--- src/rtl/x86mov_pkg.sv ---
// shared types, constants and helper functions for the mov decoder
package x86mov_pkg;

  localparam int unsigned NumBytes = 6;
  localparam int unsigned CntW     = $clog2(NumBytes + 1);

  // opcode masks and match values
  localparam logic [7:0] MaskRegmem  = 8'b11111100;
  localparam logic [7:0] MatchRegmem = 8'b10001000;
  localparam logic [7:0] MaskImmRm   = 8'b11111110;
  localparam logic [7:0] MatchImmRm  = 8'b11000110;
  localparam logic [7:0] MaskImmReg  = 8'b11110000;
  localparam logic [7:0] MatchImmReg = 8'b10110000;
  localparam logic [7:0] MaskAcc     = 8'b11111100;
  localparam logic [7:0] MatchAcc    = 8'b10100000;
  localparam logic [7:0] MaskRm      = 8'b00000111;

  localparam logic [1:0] ModMem0   = 2'd0;
  localparam logic [1:0] ModDisp8  = 2'd1;
  localparam logic [1:0] ModDisp16 = 2'd2;
  localparam logic [2:0] RmDirect  = 3'd6;

  typedef enum logic [2:0] {
    FormRegmem = 3'd0,
    FormImmRm  = 3'd1,
    FormImmReg = 3'd2,
    FormAcc    = 3'd3,
    FormBad    = 3'd4
  } form_e;

  typedef logic [NumBytes-1:0][7:0] byte_buf_t;

  typedef struct packed {
    form_e              form;
    logic               to_register;
    logic               wide;
    logic [1:0]         mode;
    logic [2:0]         reg_number;
    logic [2:0]         rm_number;
    logic               direct_address;
    logic signed [15:0] displacement;
    logic signed [15:0] immediate;
    logic               has_immediate;
    logic [2:0]         length;
  } mov_res_t;

  function automatic form_e classify(logic [7:0] op);
    form_e f;
    f = FormBad;
    if ((op & MaskRegmem) == MatchRegmem)      f = FormRegmem;
    else if ((op & MaskImmRm) == MatchImmRm)   f = FormImmRm;
    else if ((op & MaskImmReg) == MatchImmReg) f = FormImmReg;
    else if ((op & MaskAcc) == MatchAcc)       f = FormAcc;
    return f;
  endfunction

  // bytes covered by opcode, addressing byte and displacement
  function automatic logic [2:0] addr_end(logic [7:0] modrm);
    logic [2:0] e;
    case (modrm[7:6])
      ModDisp8:  e = 3'd3;
      ModDisp16: e = 3'd4;
      ModMem0:   e = ((modrm & MaskRm) == {5'd0, RmDirect}) ? 3'd4 : 3'd2;
      default:   e = 3'd2;
    endcase
    return e;
  endfunction

  function automatic logic [15:0] sx8(logic [7:0] b);
    return {{8{b[7]}}, b};
  endfunction

endpackage

--- src/rtl/x86mov_if.sv ---
// handshake channels for code bytes and decoded instructions
interface x86mov_in_if;
  logic       valid;
  logic       ready;
  logic [7:0] code_byte;

  modport source (output valid, output code_byte, input ready);
  modport sink   (input valid, input code_byte, output ready);
endinterface

interface x86mov_out_if;
  logic               valid;
  logic               ready;
  logic [2:0]         form;
  logic               to_register;
  logic               wide;
  logic [1:0]         mode;
  logic [2:0]         reg_number;
  logic [2:0]         rm_number;
  logic               direct_address;
  logic signed [15:0] displacement;
  logic signed [15:0] immediate;
  logic               has_immediate;
  logic [2:0]         length;

  modport source (
    output valid, output form, output to_register, output wide, output mode,
    output reg_number, output rm_number, output direct_address,
    output displacement, output immediate, output has_immediate, output length,
    input ready
  );
  modport sink (
    input valid, input form, input to_register, input wide, input mode,
    input reg_number, input rm_number, input direct_address,
    input displacement, input immediate, input has_immediate, input length,
    output ready
  );
endinterface

--- src/rtl/x86_16_mov_decoder.sv ---
// mov decoder: one result per instruction, one code byte per cycle
// the result register loads at the edge that takes the last byte
// throughput: one code byte per cycle, stalls only when the result is not taken
// instructions are 2 to 6 bytes long
// reset clears the byte count and the result valid; the byte buffer is not cleared
module x86_16_mov_decoder import x86mov_pkg::*; (
  input  logic          clk_i,
  input  logic          rst_ni,
  x86mov_in_if.sink     in_i,
  x86mov_out_if.source  out_o
);

  byte_buf_t        bytes_q;
  byte_buf_t        bytes_nxt;
  logic [CntW-1:0]  count_q, count_d;
  logic             out_valid_q, out_valid_d;
  mov_res_t         res_q;
  mov_res_t         res_dec;
  logic             done;
  logic             accept;

  assign in_i.ready = ~out_valid_q | out_o.ready;
  assign accept     = in_i.valid & in_i.ready;

  // buffer as it looks with the incoming byte in place
  always_comb begin
    for (int i = 0; i < NumBytes; i++) begin
      bytes_nxt[i] = (count_q == CntW'(i)) ? in_i.code_byte : bytes_q[i];
    end
  end

  x86mov_decode u_decode (
    .bytes_i (bytes_nxt),
    .count_i (count_q + CntW'(1)),
    .done_o  (done),
    .res_o   (res_dec)
  );

  always_comb begin
    count_d     = count_q;
    out_valid_d = out_valid_q;
    if (out_o.ready) begin
      out_valid_d = 1'b0;
    end
    if (accept) begin
      count_d = done ? '0 : count_q + CntW'(1);
      if (done) begin
        out_valid_d = 1'b1;
      end
    end
  end

  always_ff @(posedge clk_i or negedge rst_ni) begin
    if (!rst_ni) begin
      count_q     <= '0;
      out_valid_q <= 1'b0;
    end else begin
      count_q     <= count_d;
      out_valid_q <= out_valid_d;
    end
  end

  always_ff @(posedge clk_i) begin
    if (accept) begin
      bytes_q <= bytes_nxt;
      if (done) begin
        res_q <= res_dec;
      end
    end
  end

  assign out_o.valid          = out_valid_q;
  assign out_o.form           = res_q.form;
  assign out_o.to_register    = res_q.to_register;
  assign out_o.wide           = res_q.wide;
  assign out_o.mode           = res_q.mode;
  assign out_o.reg_number     = res_q.reg_number;
  assign out_o.rm_number      = res_q.rm_number;
  assign out_o.direct_address = res_q.direct_address;
  assign out_o.displacement   = res_q.displacement;
  assign out_o.immediate      = res_q.immediate;
  assign out_o.has_immediate  = res_q.has_immediate;
  assign out_o.length         = res_q.length;

endmodule

--- src/rtl/x86mov_decode.sv ---
// combinational length check and field extraction over the gathered bytes
module x86mov_decode import x86mov_pkg::*; (
  input  byte_buf_t        bytes_i,
  input  logic [CntW-1:0]  count_i,
  output logic             done_o,
  output mov_res_t         res_o
);

  logic [7:0]  op;
  logic [7:0]  modrm;
  form_e       form;
  logic [2:0]  end_idx;
  logic [2:0]  need;
  logic [7:0]  imm_lo;
  logic [7:0]  imm_hi;

  assign op    = bytes_i[0];
  assign modrm = bytes_i[1];
  assign form  = classify(op);

  assign end_idx = addr_end(modrm);

  always_comb begin
    case (form)
      FormImmReg: need = 3'd2 + {2'd0, op[3]};
      FormAcc:    need = 3'd3;
      FormBad:    need = 3'd2;
      FormRegmem: need = (count_i < CntW'(2)) ? 3'd0 : end_idx;
      FormImmRm:  need = (count_i < CntW'(2)) ? 3'd0 : end_idx + 3'd1 + {2'd0, op[0]};
      default:    need = 3'd0;
    endcase
  end

  assign done_o = (need != 3'd0) && (count_i >= CntW'(need));

  // immediate of the immediate-to-r/m form sits right after the addressing bytes
  always_comb begin
    case (end_idx)
      3'd3:    begin imm_lo = bytes_i[3]; imm_hi = bytes_i[4]; end
      3'd4:    begin imm_lo = bytes_i[4]; imm_hi = bytes_i[5]; end
      default: begin imm_lo = bytes_i[2]; imm_hi = bytes_i[3]; end
    endcase
  end

  always_comb begin
    res_o        = '0;
    res_o.form   = form;
    res_o.length = need;
    case (form)
      FormRegmem, FormImmRm: begin
        res_o.to_register    = (form == FormRegmem) ? op[1] : 1'b0;
        res_o.wide           = op[0];
        res_o.mode           = modrm[7:6];
        res_o.reg_number     = modrm[5:3];
        res_o.rm_number      = modrm[2:0];
        res_o.direct_address = (modrm[7:6] == ModMem0) && (modrm[2:0] == RmDirect);
        if (modrm[7:6] == ModDisp8) begin
          res_o.displacement = sx8(bytes_i[2]);
        end else if (end_idx == 3'd4) begin
          res_o.displacement = {bytes_i[3], bytes_i[2]};
        end
        if (form == FormImmRm) begin
          res_o.immediate     = op[0] ? {imm_hi, imm_lo} : sx8(imm_lo);
          res_o.has_immediate = 1'b1;
        end
      end
      FormImmReg: begin
        res_o.to_register   = 1'b1;
        res_o.wide          = op[3];
        res_o.reg_number    = op[2:0];
        res_o.immediate     = op[3] ? {bytes_i[2], bytes_i[1]} : sx8(bytes_i[1]);
        res_o.has_immediate = 1'b1;
      end
      FormAcc: begin
        res_o.to_register    = ~op[1];
        res_o.wide           = op[0];
        res_o.rm_number      = RmDirect;
        res_o.direct_address = 1'b1;
        res_o.displacement   = {bytes_i[2], bytes_i[1]};
      end
      default: begin
        res_o.form   = FormBad;
      end
    endcase
  end

endmodule

--- src/flat_wrapper.sv ---
// flat-port wrapper written by rule: the top's interface ports become plain ports
module x86_16_mov_decoder_flat import x86mov_pkg::*;
  (clk_i, rst_ni, in_i_valid, in_i_code_byte, in_i_ready, out_o_valid, out_o_form, out_o_to_register, out_o_wide, out_o_mode, out_o_reg_number, out_o_rm_number, out_o_direct_address, out_o_displacement, out_o_immediate, out_o_has_immediate, out_o_length, out_o_ready);
  x86mov_in_if in_i_i ();
  x86mov_out_if out_o_i ();
  input  logic clk_i;
  input  logic rst_ni;
  input wire logic [$bits(in_i_i.valid)-1:0] in_i_valid;
  input wire logic [$bits(in_i_i.code_byte)-1:0] in_i_code_byte;
  output wire logic [$bits(in_i_i.ready)-1:0] in_i_ready;
  output wire logic [$bits(out_o_i.valid)-1:0] out_o_valid;
  output wire logic [$bits(out_o_i.form)-1:0] out_o_form;
  output wire logic [$bits(out_o_i.to_register)-1:0] out_o_to_register;
  output wire logic [$bits(out_o_i.wide)-1:0] out_o_wide;
  output wire logic [$bits(out_o_i.mode)-1:0] out_o_mode;
  output wire logic [$bits(out_o_i.reg_number)-1:0] out_o_reg_number;
  output wire logic [$bits(out_o_i.rm_number)-1:0] out_o_rm_number;
  output wire logic [$bits(out_o_i.direct_address)-1:0] out_o_direct_address;
  output wire logic [$bits(out_o_i.displacement)-1:0] out_o_displacement;
  output wire logic [$bits(out_o_i.immediate)-1:0] out_o_immediate;
  output wire logic [$bits(out_o_i.has_immediate)-1:0] out_o_has_immediate;
  output wire logic [$bits(out_o_i.length)-1:0] out_o_length;
  input wire logic [$bits(out_o_i.ready)-1:0] out_o_ready;
  assign in_i_i.valid = in_i_valid;
  assign in_i_i.code_byte = in_i_code_byte;
  assign in_i_ready = in_i_i.ready;
  assign out_o_valid = out_o_i.valid;
  assign out_o_form = out_o_i.form;
  assign out_o_to_register = out_o_i.to_register;
  assign out_o_wide = out_o_i.wide;
  assign out_o_mode = out_o_i.mode;
  assign out_o_reg_number = out_o_i.reg_number;
  assign out_o_rm_number = out_o_i.rm_number;
  assign out_o_direct_address = out_o_i.direct_address;
  assign out_o_displacement = out_o_i.displacement;
  assign out_o_immediate = out_o_i.immediate;
  assign out_o_has_immediate = out_o_i.has_immediate;
  assign out_o_length = out_o_i.length;
  assign out_o_i.ready = out_o_ready;
  x86_16_mov_decoder u_core (.clk_i(clk_i), .rst_ni(rst_ni), .in_i(in_i_i), .out_o(out_o_i));
endmodule
--- config.mk ---
export PLATFORM = sky130hd
export DESIGN_NAME = x86_16_mov_decoder_flat
export DESIGN_NICKNAME = d
export VERILOG_FILES = /design/src/rtl/x86mov_pkg.sv /design/src/rtl/x86mov_if.sv /design/src/rtl/x86_16_mov_decoder.sv /design/src/rtl/x86mov_decode.sv /design/src/flat_wrapper.sv
export SDC_FILE = /design/constraint.sdc
export NUM_CORES = 1
export LEC_CHECK = 0
export BUFFER_PORTS_ARGS = -buffer_cell sky130_fd_sc_hd__clkbuf_2
export CAP_MARGIN = 0
export CORE_ASPECT_RATIO = 0.5
export CORE_MARGIN = 4
export CORE_UTILIZATION = 55
export CTS_CLUSTER_DIAMETER = 60
export DETAILED_ROUTE_END_ITERATION = 12
export GPL_TIMING_DRIVEN = 0
export MAX_ROUTING_LAYER = met4
export PLACE_DENSITY = 0.76
export REMOVE_ABC_BUFFERS = 1
export SLEW_MARGIN = 20
export SYNTH_ARGS = -nofsm -noshare
export SYNTH_HDL_FRONTEND = slang
export SYNTH_SLANG_ARGS = --single-unit
export TNS_END_PERCENT = 5
--- constraint.sdc ---
create_clock -name clk_i -period 6.3 [get_ports clk_i]
set_clock_uncertainty 0.1 [all_clocks]
set_input_delay 1.26 -clock clk_i [delete_from_list [all_inputs] [get_ports clk_i]]
set_output_delay 1.26 -clock clk_i [all_outputs]
set_load 0.02 [all_outputs]
==> metrics.txt <==
run status=complete, no violations; Antenna diodes=0; critical path startpoint=in_i_code_byte[0]; share of synthesized area spent on multiplexers=9.966%; area enclosed by the die boundary=10,990 um^2; maximum count of clock buffers along a single path=2; f_max=181.2 MHz; first-pass GRT wire length=19,530 um; delay of the slowest cell on the worst path=0.64 ns; number of nets in the final layout=484; share of synthesized cell area in and, or, nand and nor gates=8.937%; number of setup buffers added after CTS=0; drt drc=0; synthesized-area fraction occupied by ao, oa, aoi and oai cells=13.52%; dominant combinational cell family by area after synthesis=compound AO/OA/AOI/OAI gates; overall routed net length=12,290 um; Post-synth top flop=edfxtp_1; number of search-and-repair iterations in the first detailed-routing pass=5; number of hold violations in the final report=0; required time of the critical path=6.24 ns; period utilization=87.60%; number of nets with antenna violations after detailed routing=0; Synth Area in XOR/XNOR=0%; max-slew violation count=0; leading cell types by total area after synthesis=edfxtp_1, mux2i_1, mux2_2; Max-Cap Viols=0; number of enable flip-flop cells after synthesis=98; post-synth top area share=57.59%; capturing instance or port of the critical path=u_core.out_o.displacement[10]$_DFFE_PP_; number of DRC violations after detailed-routing iteration 0=564; total number of vias=3,634; P_leak=2.358 nW; starting density of the core=57.49%; largest net degree at the start of global routing=32; synthesized netlist cell count=407; most frequent cells in the layout=edfxtp_1, clkbuf_2, inv_1; RSZ-0062 raised after global routing=false; Die X=144.3 um; num ports=64; post-layout minimum cycle time=5.519 ns; share of cells above drive strength 1=25.91%; TritonCTS buffer count=9; Pwr Density=508.5 nW/um^2; Port Buffers=63; Floorplan Core Area=8889 um^2; kind of end point of the critical path=flop; final weighted congestion in routability-driven placement=0.8501; post-cts hold buffer count=0; cell area after placement=5512 um^2; Synth Area in Adders=2.449%; post-DR vias/cell=6.223; clock insertion delay at the later pin of the skew report=0.34 ns; Arrival @ worst endpoint=5.46 ns; clock transition at the registers of the reported paths=0.07 ns; Startpoint Class=primary input; remaining global-route overflow=0; depth of the worst register-to-register path=15; proportion of synthesized chip area in sequential cells=59.55%; dominant cell type by area after synthesis=edfxtp_1; worst path buffer plus inverter count=3; Largest delay share family, worst path=compound AO/OA/AOI/OAI gates; Root Driver=clkbuf_16; Unique masters post-synth=54; std cell rows=24; design area=5769 um^2; Syn. warnings=0; Worst Tran Pin Value=1.031 ns; cell breakdown of the critical path=clkbuf_2 -> nor4bb_1 -> a31oi_1 -> or2_1 -> a21oi_4 -> inv_2 -> ha_1 -> a21oi_1 -> a211o_1 -> ha_1 -> a21o_1 -> a21oi_1 -> a31oi_2 -> and2_2 -> buf_12; average wire length per cell after detail routing=21.04 um; class of the most critical hold timing path=flop to flop; critical path start-end classification=primary input to flop; post-cts sizing count=0; GRT Resource Usage Total=24.11%; source of the worst register-to-register timing path=u_core.count_q[0]$_DFFE_PN0P_; setup slack, reg-to-reg=1.12 ns; commonest non-fill, non-tap cell in the layout=edfxtp_1; count of state elements after synthesis=102; peak supply drop=0.3591 mV; antenna violations before repair=0; final setup violation count=0; Inst Count DP=568; cell count along the critical path=15; number of global-route vias before repair=3,441; Mean Syn Cell Area=12.56 um^2; combined area of all synthesized cells=5110 um^2; post-route non-filler standard cell count=584; worst rel slew slack=30.81%; number of levels the H-tree was split into=3; clock tree from TritonCTS=done; number of clock sinks=102; Chip Height=76.16 um; cell at the slowest stage of the critical path=a21oi_4; signed area change from the synthesized netlist to the final layout=12.90%; detailed-placement wirelength estimate=8357 um; post-layout total power=2.934 mW; end of the worst register-to-register path=u_core.out_o.displacement[10]$_DFFE_PP_; Max Fanout on Critical Path=31; async set-or-reset flop fraction in the synthesized netlist=3.922%
[layout make-up]
cell class / instances / area (um^2)
clock inverters: 6 / 28.78
fillers: 660 / 3119
flip-flops and latches: 102 / 3043
multi-input cells: 243 / 1798
well taps: 117 / 146.4
clock buffers: 10 / 229.0
repair buffers: 66 / 374.1
inverters: 40 / 150.1
[cell families after synthesis]
logic type / Yosys count
flip-flops: 102
AO/OA/AOI/OAI: 99
AND/OR/NAND/NOR: 88
adder cells (fa/ha/maj): 10
buffers and inverters: 62
multiplexers: 46
[worst min-delay path by stage]
stage	startpoint	endpoint	slack, ns	cells after the start
3_3_place_gp	u_core.bytes_q[45]$_DFFE_PP_	u_core.bytes_q[45]$_DFFE_PP_	0.45	1
5_1_grt	u_core.bytes_q[45]$_DFFE_PP_	u_core.bytes_q[45]$_DFFE_PP_	0.48	1
2_1_floorplan	u_core.count_q[0]$_DFFE_PN0P_	u_core.count_q[0]$_DFFE_PN0P_	0.43	2
3_5_place_dp	u_core.bytes_q[45]$_DFFE_PP_	u_core.bytes_q[45]$_DFFE_PP_	0.46	1
6_report	u_core.bytes_q[47]$_DFFE_PP_	u_core.bytes_q[47]$_DFFE_PP_	0.47	1
4_1_cts	u_core.bytes_q[45]$_DFFE_PP_	u_core.bytes_q[45]$_DFFE_PP_	0.47	1
[synthesized netlist by cell type (2+ instances only)]
master / count
a211oi_1: 14
a21o_1: 3
a21oi_1: 7
a221o_1: 5
a31oi_1: 2
and2_1: 2
and2b_1: 2
buf_2: 5
buf_6: 6
clkbuf_1: 10
dfrtp_1: 4
edfxtp_1: 98
ha_1: 10
inv_1: 37
inv_2: 3
mux2_2: 19
mux2i_1: 25
mux2i_4: 2
nand2_1: 24
nand2b_1: 4
nand2b_4: 2
nand3_1: 4
nor2_1: 32
nor3_1: 5
nor4_2: 2
nor4bb_1: 2
o21ai_0: 15
o21ai_1: 2
o21ai_2: 2
o221ai_1: 5
o22ai_1: 30
o2bb2ai_1: 2
[registers in the layout, indices dropped and copies added (netlist names), 2 cells and up]
name                       flops
u_core.bytes_q                48
u_core.count_q                 3
u_core.out_o.displacement     16
u_core.out_o.form              3
u_core.out_o.immediate        16
u_core.out_o.length            3
u_core.out_o.mode              2
u_core.out_o.reg_number        3
u_core.out_o.rm_number         3
[worst register-to-register path, delay by kind of cell (launching register included)]
| family | cells | cell delay, ns |
|---|---|---|
| AO/OA/AOI/OAI | 6 | 1.47 |
| adder cells (fa/ha/maj) | 3 | 0.92 |
| buffers and inverters | 2 | 0.52 |
| flip-flops | 1 | 0.44 |
| multiplexers | 1 | 0.25 |
| AND/OR/NAND/NOR | 3 | 1.13 |
[metal layers]
layer  global-route usage [%]  vias to the layer above  routed length, um
met2                    34.95                      195               5579
met4                    5.121                        0                138
met5                        -                        -                  0
li1                         -                     1646                  -
met3                    6.395                       15               1240
met1                    34.50                     1778               5328
[metrics by stage]
step / setup slack, ns / hold slack [ns] / setup TNS, ns / utilization, %
2_1_floorplan: 0.6305 / 0.4289 / 0 / -
3_3_place_gp: -0.8387 / 0.4521 / -41.69 / 61.16
3_5_place_dp: 0.4850 / 0.4575 / 0 / 62.01
4_1_cts: 0.8064 / 0.4728 / 0 / 64.91
5_1_grt: 0.4888 / 0.4816 / 0 / 64.91
6_report: 0.7809 / 0.4725 / 0 / 64.91
[where the power goes]
part	internal, mW	total [mW]	switching, mW
Clock	0.262	0.494	0.231
Sequential	1.05	1.13	0.0770
Combinational	0.423	1.31	0.887
Total	1.74	2.93	1.19
Note: power is estimated with default switching activity, not from simulation.
